`src/rtl/core/nioq_pkg.sv`:
```
// Types and constants for the NVMe host I/O queue engine.
// No dependencies; imported by every module of the block.
`default_nettype none

package nioq_pkg;

   // Request opcodes on the input channel
   localparam logic OPC_SUBMIT = 1'b0;
   localparam logic OPC_POLL   = 1'b1;

   // NVMe I/O command opcodes
   localparam logic [1:0] IO_OP_WRITE = 2'd1;
   localparam logic [1:0] IO_OP_READ  = 2'd2;

   // Block size limits and defaults
   localparam logic [4:0]  LG_MIN         = 5'd9;
   localparam logic [4:0]  LG_MAX         = 5'd16;
   localparam logic [23:0] POLL_LIMIT_RST = 24'd10000000;
   localparam logic [20:0] PAGE_BYTES     = 21'd4096;

   typedef enum logic [1:0] {
      KIND_SUBMIT   = 2'd0,
      KIND_DOORBELL = 2'd1,
      KIND_FINISH   = 2'd2
   } rsp_kind_type;

   typedef enum logic [1:0] {
      FIN_OK      = 2'd0,
      FIN_ERROR   = 2'd1,
      FIN_TIMEOUT = 2'd2
   } fin_status_type;

   typedef enum logic [1:0] {
      CSR_LBA_SIZE   = 2'd0,
      CSR_DMA_PAGE0  = 2'd1,
      CSR_DMA_PAGE1  = 2'd2,
      CSR_POLL_LIMIT = 2'd3
   } csr_index_type;

   typedef struct packed {
      logic        opcode;
      logic [63:0] start_lba;
      logic [10:0] sector_total;
      logic        write_req;
      logic [15:0] cqe_status;
   } req_type;

   typedef struct packed {
      rsp_kind_type   result_kind;
      logic [15:0]    command_id;
      logic [1:0]     io_opcode;
      logic [63:0]    slba;
      logic [3:0]     nlb_minus_one;
      logic [63:0]    prp_first;
      logic [63:0]    prp_second;
      logic [5:0]     doorbell_value;
      logic [10:0]    sectors_done;
      fin_status_type finish_status;
      logic [14:0]    error_status_field;
      logic           last;
   } rsp_type;

   // Effective configuration seen by the engine
   typedef struct packed {
      logic [4:0]  lba_size_log2;
      logic [63:0] dma_page0_addr;
      logic [63:0] dma_page1_addr;
      logic [23:0] poll_limit;
   } cfg_type;

   // Up to two results produced by one accepted item
   typedef struct packed {
      logic    push0;
      logic    push1;
      rsp_type rsp0;
      rsp_type rsp1;
   } push_type;

endpackage

`default_nettype wire

```
`src/rtl/core/nioq_req_if.sv`:
```
// Input channel of the queue engine: valid/ready with the request payload.
// Depends on nothing but the port widths of the request fields.
`default_nettype none

interface nioq_req_if;
   logic        valid;
   logic        ready;
   logic        opcode;
   logic [63:0] start_lba;
   logic [10:0] sector_total;
   logic        write_req;
   logic [15:0] cqe_status;

   modport source (output valid, opcode, start_lba, sector_total, write_req, cqe_status,
                   input ready);
   modport sink   (input valid, opcode, start_lba, sector_total, write_req, cqe_status,
                   output ready);
endinterface

`default_nettype wire

```
`src/rtl/core/nioq_rsp_if.sv`:
```
// Result channel of the queue engine: valid/ready with the result payload.
// Depends on nothing but the port widths of the result fields.
`default_nettype none

interface nioq_rsp_if;
   logic        valid;
   logic        ready;
   logic [1:0]  result_kind;
   logic [15:0] command_id;
   logic [1:0]  io_opcode;
   logic [63:0] slba;
   logic [3:0]  nlb_minus_one;
   logic [63:0] prp_first;
   logic [63:0] prp_second;
   logic [5:0]  doorbell_value;
   logic [10:0] sectors_done;
   logic [1:0]  finish_status;
   logic [14:0] error_status_field;
   logic        last;

   modport source (output valid, result_kind, command_id, io_opcode, slba, nlb_minus_one,
                   prp_first, prp_second, doorbell_value, sectors_done, finish_status,
                   error_status_field, last,
                   input ready);
   modport sink   (input valid, result_kind, command_id, io_opcode, slba, nlb_minus_one,
                   prp_first, prp_second, doorbell_value, sectors_done, finish_status,
                   error_status_field, last,
                   output ready);
endinterface

`default_nettype wire

```
`src/rtl/core/nioq_csr.sv`:
```
// Configuration registers of the queue engine and the block size clamp.
// Depends on nioq_pkg.
`default_nettype none

module nioq_csr (
   input  wire                clock,
   input  wire                reset,
   input  wire                csr_wr_en,
   input  wire  [1:0]         csr_index,
   input  wire  [63:0]        csr_wdata,
   output nioq_pkg::cfg_type  cfg
);
   import nioq_pkg::*;

   logic [4:0]  lba_size_ff;
   logic [63:0] page0_ff;
   logic [63:0] page1_ff;
   logic [23:0] poll_limit_ff;

   // Write one register per transfer
   always_ff @(posedge clock) begin
      if (reset) begin
         lba_size_ff   <= LG_MIN;
         page0_ff      <= '0;
         page1_ff      <= '0;
         poll_limit_ff <= POLL_LIMIT_RST;
      end else if (csr_wr_en) begin
         unique case (csr_index_type'(csr_index))
            CSR_LBA_SIZE:   lba_size_ff   <= csr_wdata[4:0];
            CSR_DMA_PAGE0:  page0_ff      <= csr_wdata;
            CSR_DMA_PAGE1:  page1_ff      <= csr_wdata;
            CSR_POLL_LIMIT: poll_limit_ff <= csr_wdata[23:0];
            default: ;
         endcase
      end
   end

   // Fall back to 512-byte blocks for an out-of-range size
   always_comb begin
      cfg.lba_size_log2  = (lba_size_ff >= LG_MIN && lba_size_ff <= LG_MAX) ? lba_size_ff
                                                                             : LG_MIN;
      cfg.dma_page0_addr = page0_ff;
      cfg.dma_page1_addr = page1_ff;
      cfg.poll_limit     = poll_limit_ff;
   end

endmodule

`default_nettype wire

```
`src/rtl/core/nioq_engine.sv`:
```
// Queue pair state and the combinational step for one accepted request.
// Produces up to two results per transfer. Depends on nioq_pkg.
`default_nettype none

module nioq_engine #(
   parameter int RING_SLOTS          = 64,
   parameter int MAX_CHUNK_SECTORS   = 16,
   parameter int MAX_REQUEST_SECTORS = 1024
) (
   input  wire                 clock,
   input  wire                 reset,
   input  wire                 in_fire,
   input  nioq_pkg::req_type   req,
   input  nioq_pkg::cfg_type   cfg,
   output nioq_pkg::push_type  push
);
   import nioq_pkg::*;

   localparam logic [10:0] MAX_CHUNK = 11'(MAX_CHUNK_SECTORS);
   localparam logic [10:0] MAX_REQ   = 11'(MAX_REQUEST_SECTORS);
   localparam logic [6:0]  QDEPTH    = 7'(RING_SLOTS);

   logic        busy_ff,   busy_in;
   logic        wl_ff,     wl_in;
   logic        phase_ff,  phase_in;
   logic [63:0] base_ff,   base_in;
   logic [10:0] total_ff,  total_in;
   logic [10:0] done_ff,   done_in;
   logic [4:0]  chunk_ff,  chunk_in;
   logic [5:0]  tail_ff,   tail_in;
   logic [5:0]  head_ff,   head_in;
   logic [15:0] cid_ff,    cid_in;
   logic [23:0] poll_ff,   poll_in;

   logic           do_db, do_sub, do_fin;
   fin_status_type fin_status;
   logic [14:0]    fin_sf;
   logic [5:0]     head_nx, tail_nx;
   logic [23:0]    poll_nx;
   logic [10:0]    total_clamp, remain;
   logic [4:0]     chunk_sz;
   logic [20:0]    chunk_bytes;
   rsp_type        db_rsp, sub_rsp, fin_rsp;

   // Wrapped increments of the queue pointers, the poll count step and the request size clamp
   always_comb begin
      head_nx = ({1'b0, head_ff} + 7'd1 == QDEPTH) ? 6'd0 : head_ff + 6'd1;
      tail_nx = ({1'b0, tail_ff} + 7'd1 == QDEPTH) ? 6'd0 : tail_ff + 6'd1;
      poll_nx = poll_ff + 24'd1;
      total_clamp = (req.sector_total > MAX_REQ) ? MAX_REQ : req.sector_total;
   end

   // Decide the results and the next state of the queue pair
   always_comb begin
      busy_in  = busy_ff;
      wl_in    = wl_ff;
      phase_in = phase_ff;
      base_in  = base_ff;
      total_in = total_ff;
      done_in  = done_ff;
      head_in  = head_ff;
      poll_in  = poll_ff;
      do_db      = 1'b0;
      do_sub     = 1'b0;
      do_fin     = 1'b0;
      fin_status = FIN_OK;
      fin_sf     = '0;
      if (in_fire) begin
         if (req.opcode == OPC_SUBMIT) begin
            if (!busy_ff) begin
               wl_in    = req.write_req;
               base_in  = req.start_lba;
               total_in = total_clamp;
               done_in  = '0;
               poll_in  = '0;
               if (total_clamp == 11'd0) begin
                  do_fin = 1'b1;
               end else begin
                  busy_in = 1'b1;
                  do_sub  = 1'b1;
               end
            end
         end else if (busy_ff) begin
            if (req.cqe_status[0] == phase_ff) begin
               head_in = head_nx;
               if (head_nx == 6'd0) begin
                  phase_in = ~phase_ff;
               end
               do_db   = 1'b1;
               poll_in = '0;
               if (req.cqe_status[8:1] != 8'd0) begin
                  do_fin     = 1'b1;
                  fin_status = FIN_ERROR;
                  fin_sf     = req.cqe_status[15:1];
               end else begin
                  done_in = done_ff + {6'd0, chunk_ff};
                  if (done_in >= total_ff) begin
                     do_fin = 1'b1;
                  end else begin
                     do_sub = 1'b1;
                  end
               end
            end else begin
               poll_in = poll_nx;
               if (poll_nx >= cfg.poll_limit || poll_nx == 24'd0) begin
                  do_fin     = 1'b1;
                  fin_status = FIN_TIMEOUT;
               end
            end
         end
      end
      if (do_fin) begin
         busy_in = 1'b0;
         poll_in = '0;
      end
      if (do_sub) begin
         poll_in = '0;
      end
   end

   // Chunk size and the PRP2 test for the next submission entry
   always_comb begin
      remain      = total_in - done_in;
      chunk_sz    = (remain > MAX_CHUNK) ? MAX_CHUNK[4:0] : remain[4:0];
      chunk_bytes = {16'd0, chunk_sz} << cfg.lba_size_log2;
      chunk_in    = do_sub ? chunk_sz : chunk_ff;
      tail_in     = do_sub ? tail_nx : tail_ff;
      cid_in      = do_sub ? cid_ff + 16'd1 : cid_ff;
   end

   // Build the result entries
   always_comb begin
      db_rsp                = '0;
      db_rsp.result_kind    = KIND_DOORBELL;
      db_rsp.io_opcode      = wl_in ? IO_OP_WRITE : IO_OP_READ;
      db_rsp.doorbell_value = head_nx;
      db_rsp.last           = ~(do_sub | do_fin);

      sub_rsp                = '0;
      sub_rsp.result_kind    = KIND_SUBMIT;
      sub_rsp.command_id     = cid_ff;
      sub_rsp.io_opcode      = wl_in ? IO_OP_WRITE : IO_OP_READ;
      sub_rsp.slba           = base_in + {53'd0, done_in};
      sub_rsp.nlb_minus_one  = 4'(chunk_sz - 5'd1);
      sub_rsp.prp_first      = cfg.dma_page0_addr;
      sub_rsp.prp_second     = (chunk_bytes > PAGE_BYTES) ? cfg.dma_page1_addr : 64'd0;
      sub_rsp.doorbell_value = tail_nx;
      sub_rsp.last           = 1'b1;

      fin_rsp                    = '0;
      fin_rsp.result_kind        = KIND_FINISH;
      fin_rsp.io_opcode          = wl_in ? IO_OP_WRITE : IO_OP_READ;
      fin_rsp.sectors_done       = done_in;
      fin_rsp.finish_status      = fin_status;
      fin_rsp.error_status_field = fin_sf;
      fin_rsp.last               = 1'b1;

      push.push0 = do_db | do_sub | do_fin;
      push.push1 = do_db & (do_sub | do_fin);
      push.rsp0  = do_db ? db_rsp : (do_sub ? sub_rsp : fin_rsp);
      push.rsp1  = do_sub ? sub_rsp : fin_rsp;
   end

   // Hold the queue pair state
   always_ff @(posedge clock) begin
      if (reset) begin
         busy_ff  <= 1'b0;
         wl_ff    <= 1'b0;
         phase_ff <= 1'b1;
         base_ff  <= '0;
         total_ff <= '0;
         done_ff  <= '0;
         chunk_ff <= '0;
         tail_ff  <= '0;
         head_ff  <= '0;
         cid_ff   <= '0;
         poll_ff  <= '0;
      end else begin
         busy_ff  <= busy_in;
         wl_ff    <= wl_in;
         phase_ff <= phase_in;
         base_ff  <= base_in;
         total_ff <= total_in;
         done_ff  <= done_in;
         chunk_ff <= chunk_in;
         tail_ff  <= tail_in;
         head_ff  <= head_in;
         cid_ff   <= cid_in;
         poll_ff  <= poll_in;
      end
   end

`ifndef NO_ASSERTIONS
   a_busy_ends_with_finish: assert property (@(posedge clock) disable iff (reset)
      $fell(busy_ff) && !$past(reset) |-> $past(push.push0) &&
         ($past(push.rsp0.result_kind) == KIND_FINISH ||
          $past(push.rsp1.result_kind) == KIND_FINISH))
      else $error("request ended without a finish result");

   a_second_after_doorbell: assert property (@(posedge clock) disable iff (reset)
      push.push1 |-> push.push0 && push.rsp0.result_kind == KIND_DOORBELL)
      else $error("second result without a leading doorbell");

   a_idle_poll_clear: assert property (@(posedge clock) disable iff (reset)
      !busy_ff |-> poll_ff == 24'd0)
      else $error("poll count left over while idle");

   a_busy_sectors_left: assert property (@(posedge clock) disable iff (reset)
      busy_ff |-> done_ff < total_ff)
      else $error("busy with no sectors remaining");
`endif

endmodule

`default_nettype wire

```
`src/rtl/core/nioq_rsp_fifo.sv`:
```
// Result buffer: takes up to two results per cycle, hands out one per transfer.
// Depends on nioq_pkg.
`default_nettype none

module nioq_rsp_fifo (
   input  wire                 clock,
   input  wire                 reset,
   input  nioq_pkg::push_type  push,
   output logic                space_ok,
   output logic                out_valid,
   input  wire                 out_ready,
   output nioq_pkg::rsp_type   out_rsp
);
   import nioq_pkg::*;

   localparam int DEPTH = 4;
   localparam int AW    = $clog2(DEPTH);

   rsp_type         mem_ff [DEPTH];
   logic [AW-1:0]   wr_ptr_ff, wr_ptr_in;
   logic [AW-1:0]   rd_ptr_ff, rd_ptr_in;
   logic [AW:0]     count_ff,  count_in;
   logic            pop;
   logic [AW:0]     n_push;

   // Room for a full two-result item
   always_comb begin
      space_ok  = (count_ff <= (AW+1)'(DEPTH - 2));
      out_valid = (count_ff != '0);
      out_rsp   = mem_ff[rd_ptr_ff];
      pop       = out_valid & out_ready;
      n_push    = (AW+1)'(push.push0) + (AW+1)'(push.push1);
      wr_ptr_in = wr_ptr_ff + n_push[AW-1:0];
      rd_ptr_in = rd_ptr_ff + AW'(pop);
      count_in  = count_ff + n_push - (AW+1)'(pop);
   end

   // Store incoming results
   always_ff @(posedge clock) begin
      if (push.push0) begin
         mem_ff[wr_ptr_ff] <= push.rsp0;
      end
      if (push.push1) begin
         mem_ff[wr_ptr_ff + AW'(1)] <= push.rsp1;
      end
   end

   // Advance pointers and occupancy
   always_ff @(posedge clock) begin
      if (reset) begin
         wr_ptr_ff <= '0;
         rd_ptr_ff <= '0;
         count_ff  <= '0;
      end else begin
         wr_ptr_ff <= wr_ptr_in;
         rd_ptr_ff <= rd_ptr_in;
         count_ff  <= count_in;
      end
   end

`ifndef NO_ASSERTIONS
   a_no_overflow: assert property (@(posedge clock) disable iff (reset)
      count_ff <= (AW+1)'(DEPTH))
      else $error("result buffer overflow");

   a_push_has_room: assert property (@(posedge clock) disable iff (reset)
      push.push0 |-> count_ff <= (AW+1)'(DEPTH - 2))
      else $error("result pushed without room for two");

   a_empty_ptrs_meet: assert property (@(posedge clock) disable iff (reset)
      count_ff == '0 |-> wr_ptr_ff == rd_ptr_ff)
      else $error("pointers apart in an empty buffer");
`endif

endmodule

`default_nettype wire

```
`src/rtl/core/nvme_io_queue_host_engine_unit.sv`:
```
// Host NVMe I/O queue engine: one command in flight, polled completions.
// An accepted item's results are registered in the result buffer and shown from its head.
// Throughput: one item per cycle while each item yields at most one result and the output
// is not stalled; a doorbell and a follow-up take two transfers of the one-result port.
// Reset (synchronous, active high): idle, pointers zero, phase one, registers to defaults.
// Depends on nioq_pkg, nioq_req_if, nioq_rsp_if, nioq_csr, nioq_engine, nioq_rsp_fifo.
`default_nettype none

module nvme_io_queue_host_engine_unit #(
   parameter int RING_SLOTS          = 64,
   parameter int MAX_CHUNK_SECTORS   = 16,
   parameter int MAX_REQUEST_SECTORS = 1024
) (
   input  wire                clock,
   input  wire                reset,
   input  wire                csr_wr_en,
   input  wire  [1:0]         csr_index,
   input  wire  [63:0]        csr_wdata,
   nioq_req_if.sink           req_chan,
   nioq_rsp_if.source         rsp_chan
);
   import nioq_pkg::*;

   cfg_type  cfg;
   req_type  req;
   push_type push;
   rsp_type  head;
   logic     space_ok;
   logic     in_fire;

   // Gather the request payload
   always_comb begin
      req.opcode       = req_chan.opcode;
      req.start_lba    = req_chan.start_lba;
      req.sector_total = req_chan.sector_total;
      req.write_req    = req_chan.write_req;
      req.cqe_status   = req_chan.cqe_status;
      req_chan.ready   = space_ok;
      in_fire          = req_chan.valid & space_ok;
   end

   nioq_csr u_csr (
      .clock     (clock),
      .reset     (reset),
      .csr_wr_en (csr_wr_en),
      .csr_index (csr_index),
      .csr_wdata (csr_wdata),
      .cfg       (cfg)
   );

   nioq_engine #(
      .RING_SLOTS          (RING_SLOTS),
      .MAX_CHUNK_SECTORS   (MAX_CHUNK_SECTORS),
      .MAX_REQUEST_SECTORS (MAX_REQUEST_SECTORS)
   ) u_engine (
      .clock   (clock),
      .reset   (reset),
      .in_fire (in_fire),
      .req     (req),
      .cfg     (cfg),
      .push    (push)
   );

   nioq_rsp_fifo u_rsp_fifo (
      .clock     (clock),
      .reset     (reset),
      .push      (push),
      .space_ok  (space_ok),
      .out_valid (rsp_chan.valid),
      .out_ready (rsp_chan.ready),
      .out_rsp   (head)
   );

   // Drive the result payload from the buffer head
   always_comb begin
      rsp_chan.result_kind        = head.result_kind;
      rsp_chan.command_id         = head.command_id;
      rsp_chan.io_opcode          = head.io_opcode;
      rsp_chan.slba               = head.slba;
      rsp_chan.nlb_minus_one      = head.nlb_minus_one;
      rsp_chan.prp_first          = head.prp_first;
      rsp_chan.prp_second         = head.prp_second;
      rsp_chan.doorbell_value     = head.doorbell_value;
      rsp_chan.sectors_done       = head.sectors_done;
      rsp_chan.finish_status      = head.finish_status;
      rsp_chan.error_status_field = head.error_status_field;
      rsp_chan.last               = head.last;
   end

endmodule

`default_nettype wire
```
`src/flat_wrapper.sv`:
```
// flat-port wrapper written by rule: the top's interface ports become plain ports
module nvme_io_queue_host_engine_unit_flat import nioq_pkg::*;
#(
   parameter int RING_SLOTS          = 64,
   parameter int MAX_CHUNK_SECTORS   = 16,
   parameter int MAX_REQUEST_SECTORS = 1024
)
  (clock, reset, csr_wr_en, csr_index, csr_wdata, req_chan_valid, req_chan_opcode, req_chan_start_lba, req_chan_sector_total, req_chan_write_req, req_chan_cqe_status, req_chan_ready, rsp_chan_valid, rsp_chan_result_kind, rsp_chan_command_id, rsp_chan_io_opcode, rsp_chan_slba, rsp_chan_nlb_minus_one, rsp_chan_prp_first, rsp_chan_prp_second, rsp_chan_doorbell_value, rsp_chan_sectors_done, rsp_chan_finish_status, rsp_chan_error_status_field, rsp_chan_last, rsp_chan_ready);
  nioq_req_if req_chan_i ();
  nioq_rsp_if rsp_chan_i ();
  input  wire clock;
  input  wire reset;
  input  wire csr_wr_en;
  input  wire  [1:0] csr_index;
  input  wire  [63:0] csr_wdata;
  input wire logic [$bits(req_chan_i.valid)-1:0] req_chan_valid;
  input wire logic [$bits(req_chan_i.opcode)-1:0] req_chan_opcode;
  input wire logic [$bits(req_chan_i.start_lba)-1:0] req_chan_start_lba;
  input wire logic [$bits(req_chan_i.sector_total)-1:0] req_chan_sector_total;
  input wire logic [$bits(req_chan_i.write_req)-1:0] req_chan_write_req;
  input wire logic [$bits(req_chan_i.cqe_status)-1:0] req_chan_cqe_status;
  output wire logic [$bits(req_chan_i.ready)-1:0] req_chan_ready;
  output wire logic [$bits(rsp_chan_i.valid)-1:0] rsp_chan_valid;
  output wire logic [$bits(rsp_chan_i.result_kind)-1:0] rsp_chan_result_kind;
  output wire logic [$bits(rsp_chan_i.command_id)-1:0] rsp_chan_command_id;
  output wire logic [$bits(rsp_chan_i.io_opcode)-1:0] rsp_chan_io_opcode;
  output wire logic [$bits(rsp_chan_i.slba)-1:0] rsp_chan_slba;
  output wire logic [$bits(rsp_chan_i.nlb_minus_one)-1:0] rsp_chan_nlb_minus_one;
  output wire logic [$bits(rsp_chan_i.prp_first)-1:0] rsp_chan_prp_first;
  output wire logic [$bits(rsp_chan_i.prp_second)-1:0] rsp_chan_prp_second;
  output wire logic [$bits(rsp_chan_i.doorbell_value)-1:0] rsp_chan_doorbell_value;
  output wire logic [$bits(rsp_chan_i.sectors_done)-1:0] rsp_chan_sectors_done;
  output wire logic [$bits(rsp_chan_i.finish_status)-1:0] rsp_chan_finish_status;
  output wire logic [$bits(rsp_chan_i.error_status_field)-1:0] rsp_chan_error_status_field;
  output wire logic [$bits(rsp_chan_i.last)-1:0] rsp_chan_last;
  input wire logic [$bits(rsp_chan_i.ready)-1:0] rsp_chan_ready;
  assign req_chan_i.valid = req_chan_valid;
  assign req_chan_i.opcode = req_chan_opcode;
  assign req_chan_i.start_lba = req_chan_start_lba;
  assign req_chan_i.sector_total = req_chan_sector_total;
  assign req_chan_i.write_req = req_chan_write_req;
  assign req_chan_i.cqe_status = req_chan_cqe_status;
  assign req_chan_ready = req_chan_i.ready;
  assign rsp_chan_valid = rsp_chan_i.valid;
  assign rsp_chan_result_kind = rsp_chan_i.result_kind;
  assign rsp_chan_command_id = rsp_chan_i.command_id;
  assign rsp_chan_io_opcode = rsp_chan_i.io_opcode;
  assign rsp_chan_slba = rsp_chan_i.slba;
  assign rsp_chan_nlb_minus_one = rsp_chan_i.nlb_minus_one;
  assign rsp_chan_prp_first = rsp_chan_i.prp_first;
  assign rsp_chan_prp_second = rsp_chan_i.prp_second;
  assign rsp_chan_doorbell_value = rsp_chan_i.doorbell_value;
  assign rsp_chan_sectors_done = rsp_chan_i.sectors_done;
  assign rsp_chan_finish_status = rsp_chan_i.finish_status;
  assign rsp_chan_error_status_field = rsp_chan_i.error_status_field;
  assign rsp_chan_last = rsp_chan_i.last;
  assign rsp_chan_i.ready = rsp_chan_ready;
  nvme_io_queue_host_engine_unit #(.RING_SLOTS(RING_SLOTS), .MAX_CHUNK_SECTORS(MAX_CHUNK_SECTORS), .MAX_REQUEST_SECTORS(MAX_REQUEST_SECTORS)) u_core (.clock(clock), .reset(reset), .csr_wr_en(csr_wr_en), .csr_index(csr_index), .csr_wdata(csr_wdata), .req_chan(req_chan_i), .rsp_chan(rsp_chan_i));
endmodule
```
`config.mk`:
```
export PLATFORM = sky130hd
export DESIGN_NAME = nvme_io_queue_host_engine_unit_flat
export DESIGN_NICKNAME = d
export VERILOG_FILES = /design/src/rtl/core/nioq_pkg.sv /design/src/rtl/core/nioq_req_if.sv /design/src/rtl/core/nioq_rsp_if.sv /design/src/rtl/core/nioq_csr.sv /design/src/rtl/core/nioq_engine.sv /design/src/rtl/core/nioq_rsp_fifo.sv /design/src/rtl/core/nvme_io_queue_host_engine_unit.sv /design/src/flat_wrapper.sv
export SDC_FILE = /design/constraint.sdc
export NUM_CORES = 2
export LEC_CHECK = 0
export ABC_AREA = 0
export BUFFER_PORTS_ARGS = -buffer_cell sky130_fd_sc_hd__buf_2
export CORE_MARGIN = 2
export CORE_UTILIZATION = 55
export DETAILED_ROUTE_END_ITERATION = 8
export GPL_ROUTABILITY_DRIVEN = 0
export PLACE_DENSITY = 0.81
export RECOVER_POWER = 25
export SYNTH_ARGS = -nofsm -noshare
export SYNTH_HDL_FRONTEND = slang
export SYNTH_SLANG_ARGS = --single-unit
```
`constraint.sdc`:
```
create_clock -name clock -period 13.5 [get_ports clock]
set_input_delay 0.675 -clock clock [delete_from_list [all_inputs] [get_ports clock]]
set_output_delay 0.675 -clock clock [all_outputs]
set_load 0.03 [all_outputs]
```
After elaboration in Yosys (flattened, before gate mapping)

Memory sizes are Yosys's and may differ from the RTL's. A register that Yosys moved wholly into a read port is not among the register bits.
Index checks and enable logic that the tools add are counted.

Bits in registers: 310
Bits in writable memories: 1,004
Input port bits: 164
Output and inout port bits: 253
Memories kept: 1

Memories:

| name                     | words | bits a word | rd ports | clocked after memory_dff | write ports | RTL line            | text |
|---|---|---|---|---|---|---|---|
| u_core.u_rsp_fifo.mem_ff | 4     | 251         | 1        | 1                        | 2           | nioq_rsp_fifo.sv:19 | `rsp_type mem_ff [DEPTH];` |

Add/sub/neg operators: 16
Order comparisons: 8
Equality and inequality tests: 8
Shifts and indexed selects: 1
Multiplexer cells: 66
Bitwise gates (word level): 9
Reductions and logical operators: 18

Operators by type and width:

| cell                  | number |
|---|---|
| $mux 251              | 2 |
| $mux 64               | 4 |
| $mux 11               | 10 |
| $mux 24               | 4 |
| $mux 15               | 5 |
| $add 64x11->64        | 1 |
| $mux 1                | 30 |
| $add 24x1->24 const B | 1 |
| $ge 24x24->1          | 1 |
| $logic_not 24->1      | 1 |
| $gt 21x13->1 const B  | 1 |
| $shl 5x5->21          | 1 |
| $add 16x1->16 const B | 1 |
| $add 6x1->7 const B   | 2 |
| $eq 7x7->1 const B    | 2 |
| $mux 2                | 7 |
| $add 6x1->6 const B   | 2 |
| $mux 6                | 2 |
| $add 11x5->11         | 1 |
| $ge 11x11->1          | 1 |
| $gt 11x11->1 const B  | 1 |
| $gt 11x5->1 const B   | 1 |
| $logic_not 11->1      | 1 |
| $sub 11x11->11        | 1 |
| 31 further kinds      | 43 |

Depth between registers and ports, before layout

Word-level depth: 14
Mapped depth: 27
Mapped depth without buffers: 25

Hierarchy

From an unflattened synthesis, not the netlist that was laid out.

Cells, all modules: 5,242
Area total of the unflattened synthesis: 70,491.4 sq um

Modules (own cells, without submodules):

| module                         | instances | cells an instance | area each (sq um) | seq. area each (sq um) |
|---|---|---|---|---|
| nioq_rsp_fifo                  | 1         | 2,471             | 50,208.2          | 30,289.0 |
| nioq_engine                    | 1         | 2,077             | 14,448.9          | 2,922.8 |
| nioq_csr                       | 1         | 693               | 5,828.1           | 3,143.0 |
| nvme_io_queue_host_engine_unit | 1         | 1                 | 6.3               | 0.0 |

Worst setup path after synthesis

No wires, ideal clock.

Path type: reg-to-reg
Start point: reg u_core.u_engine.poll_ff[7]
End point: mem u_core.u_rsp_fifo.mem_ff[1][100] in the netlist's numbering (enable)
Data arrival time: 13,331 ps
Path slack: -695 ps
Stages on the path, launching flop included: 16
Period minus slack after synthesis: 14,195 ps
Cell sequence: dfxtp_1 > buf_2 > nand4_1 > nor4_4 > nor3b_2 > nand3_1 > xnor2_1 > ha_1 > nand4_1 > nor2_1 > o21ai_0 > o211ai_2 > a21oi_4 > nor2_2 > a21oi_1 > nor2_1

RTL lines:

| what                   | RTL line            | text |
|---|---|---|
| from (decl)            | nioq_engine.sv:33   | `logic [23:0] poll_ff, poll_in;` |
| from (signal assigned) | nioq_engine.sv:189  | `poll_ff <= poll_in;` |
| to (decl)              | nioq_rsp_fifo.sv:19 |  |

==> results.yml <==
route:
  wl_per_cell_um: 24.9
  drtPass1Iterations: 6
  drt_iter0_drc: 5723
  routed_via_density: 6.29
  drcViolationCount: 0
  via_count: 41184
  ant_nets: 0
  wirelength_mm: 163
worst_setup_path:
  path_buf_inv: 2
  crit_path_end_kind: "flip-flop"
  rr_endpoint: "u_core.u_rsp_fifo.mem_ff[1][68]"
  reg2reg_from: "u_core.u_engine.poll_ff[7]"
  crit_type: "reg2reg"
  critPathMaxFanout: 71
  cp.required_ps: 13960
  max_stage_delay_ps: 2650
  worstRegToRegCells: 17
  crit_arrival_ps: 9380
  path_cells: "nand4_1 > nor4_1 > nor3b_1 > nand3_1 > xnor2_1 > ha_1 > a21o_1 > a21o_1 > a21oi_1 > o21ai_0 > a31oi_1 > o21ai_0 > nand3_1 > a311o_2 > clkbuf_1 > buf_4 > nor3_1"
  crit_family: "buffers and inverters"
  rrSetupSlack_ps: 4580
  crit_path_top_delay_cell: "clkbuf_1"
  start_kind: "flip-flop"
timing:
  fin_crit_sh: 0.660
  tns_ps: 0
  slew_viol_final: 945
  fin_skew_ps: 33.5
  hold_viol_final: 0
  rsz0062_at_grt: "false"
  fin_hold_ws_ps: 169
  worst_slew_pin_slew_ps: 4150
  setup_ws_ps: 4580
  max_slew_margin: -1.77
  period_needed_ps: 8920
  fmax_mhz: 112
  setup_viol: 0
place:
  post-place-cells: 6263
  dp.final_hpwl_mm: 98.5
  port_buffers: 416
  place_ws_ps: 6360
  placed_area_um2: 61800
hold_path:
  hp-start: "csr_wdata[61]"
  min_path_cells: 3
  hp-class: "in2reg"
  hold_end: "u_core.u_csr.page0_ff[61]"
synthesis:
  synthAdderAreaFrac: 0.0160
  synth_cell_types: 92
  synth_area_leader_cell: "edfxtp_1"
  synth_cells: 4748
  ys_seq_elements: 1314
  synth_top_area_frac: 0.508
  synth_mux_area_frac: 0.106
  async_flop_share: 0
  synth_warnings: 0
  synth_top_family_by_area: "simple AND/OR/NAND/NOR gates"
  synth_xor_area_frac: 0.0208
  postSynthAreaPerCell_um2: 12.4
  synth_compound_area_frac: 0.0472
  synthSimpleGateAreaFrac: 0.164
  synthTopCellsByArea: "edfxtp_1 51%, dfxtp_1 11%, mux4_2 9.6%"
  seq_area_frac_synth: 0.616
  synth.cell_area_um2: 58900
  synth-edff-count: 996
  synth_ff_type: "edfxtp_1"
  syn_nets: 4985
cts:
  post_cts_buffers: 0
  cts_made_buffers: 136
  insertion_delay_ps: 770
  cts_hold_buf: 0
  post_cts_resized: 0
  clk_pin_slew_ps: 60
  cts_buffer_depth: 3
  cts-root-buf: "clkbuf_16"
  cts_num_sinks: 1314
  htree_levels: 4
  tritoncts: "done"
floorplanning:
  rows: 120
  chipWidth_um: 331
  fp.dieArea_um2: 110000
  io_pins: 417
  start_util: 0.553
  core_um2: 107000
  fp.dieH_um: 331
outcome:
  violations: "capacitance limit, slew limit"
  outcome: "complete, but fails checks"
global_route:
  grt_pass1_vias: 39489
  gr-total-overflow: 0
  grt_max_degree: 269
  grt_usage: 0.291
  grt_pass1_wl_mm: 243
  antenna_found_initial: 48
cells_and_area:
  syn_to_final_growth_pct: 11.9
  fin_cells: 6544
  layout_common_cells: "996 x edfxtp_1, 591 x nand2_1, 532 x nor2_1"
  layout-drive-gt1-share: 0.152
  layout_commonest_cell: "edfxtp_1"
  fin_area_um2: 65900
  fin_util: 0.618
  nets: 5235
power_and_ir_drop:
  total_power_mw: 11.1
  total_leakage_power_nw: 22.2
  vdd_drop_max_mv: 0.191
  p_per_area_nw_per_um2: 168
job:
  maxCapViolations: 17
-- tightest hold or removal path, cell delays in order --
cell and delay [ps]:
buf_2 110, nand2_1 50, a21oi_1 50
-- where the power goes --
group	switching (mW)	internal, mW	total, mW
Combinational	1.93	0.826	2.75
Sequential	0.0916	4.51	4.61
Clock	1.60	2.13	3.73
Total	3.62	7.47	11.1
-- area by class of cell --
cell class	count	area, µm²
timing repair buffer	467	2260
fill	7991	40700
tap	1403	1760
clock inverter	61	632
multi-input combinational	3000	20800
inverter	79	307
clock buffer	191	3770
sequential	1314	36300
antenna	29	72.6
-- worst max path at each step --
stage	slack, ps	startpoint	to	cells after the start
after global placement	6570	req_chan_cqe_status[1]	u_core.u_rsp_fifo.mem_ff[1][89]	20
final	4580	u_core.u_engine.poll_ff[7]	u_core.u_rsp_fifo.mem_ff[1][68]	17
after floorplan	-700	u_core.u_engine.poll_ff[7]	u_core.u_rsp_fifo.mem_ff[1][100]	15
after global routing	4170	u_core.u_rsp_fifo.rd_ptr_ff[0]	rsp_chan_sectors_done[1]	4
after detailed placement	6360	req_chan_cqe_status[1]	u_core.u_rsp_fifo.mem_ff[3][76]	20
after CTS	6850	u_core.u_engine.poll_ff[7]	u_core.u_rsp_fifo.mem_ff[3][243]	16
-- synthesized netlist by cell type (9+ instances only) --
cell type	count
o21ai_0	50
nand4_1	26
buf_1	65
nand2b_1	13
nor3_1	269
a211o_1	10
ha_1	69
nor3b_1	11
dfxtp_1	318
clkbuf_1	204
a21oi_1	229
buf_4	26
or3_1	19
or2_2	9
xor2_1	61
and2_1	46
o31ai_1	10
nand3_1	56
xnor2_1	79
edfxtp_1	996
buf_2	57
a31oi_1	16
o22ai_1	22
a21o_1	21
nor3_2	11
mux2i_1	55
nand2_1	591
inv_1	76
nor2b_1	24
and3_1	360
nor2_1	534
mux4_2	251
a22oi_1	28
o211ai_1	11
-- layer usage --
metal  routed length [µm]  up-vias  track usage
met5                  215        -            0
met4                 8010       36        0.140
met3                17500      416       0.0672
met2                74500     2502        0.439
met1                62700    20270        0.401
li1                     -    17960            -
-- state kept, by name, summed over array words and instances (netlist names), 11 cells and up --
name,count
u_core.u_engine.cid_ff,16
u_core.u_engine.base_ff,64
u_core.u_rsp_fifo.mem_ff,1004
u_core.u_csr.page1_ff,64
u_core.u_engine.total_ff,11
u_core.u_csr.page0_ff,64
u_core.u_engine.done_ff,11
u_core.u_csr.poll_limit_ff,24
u_core.u_engine.poll_ff,24
-- cells by family (layout without fill, tap and decap cells) --
group                    count (synthesis)  count (layout)
AO/OA/AOI/OAI                          455             455
buffers and inverters                  434             798
AND/OR/NAND/NOR                       2024            2024
flip-flops                            1314            1314
other                                    0              29
XOR/XNOR                               140             140
adder cells (fa/ha/maj)                 73              73
multiplexers                           308             308
No activity file was read; power rests on OpenSTA's default activity.
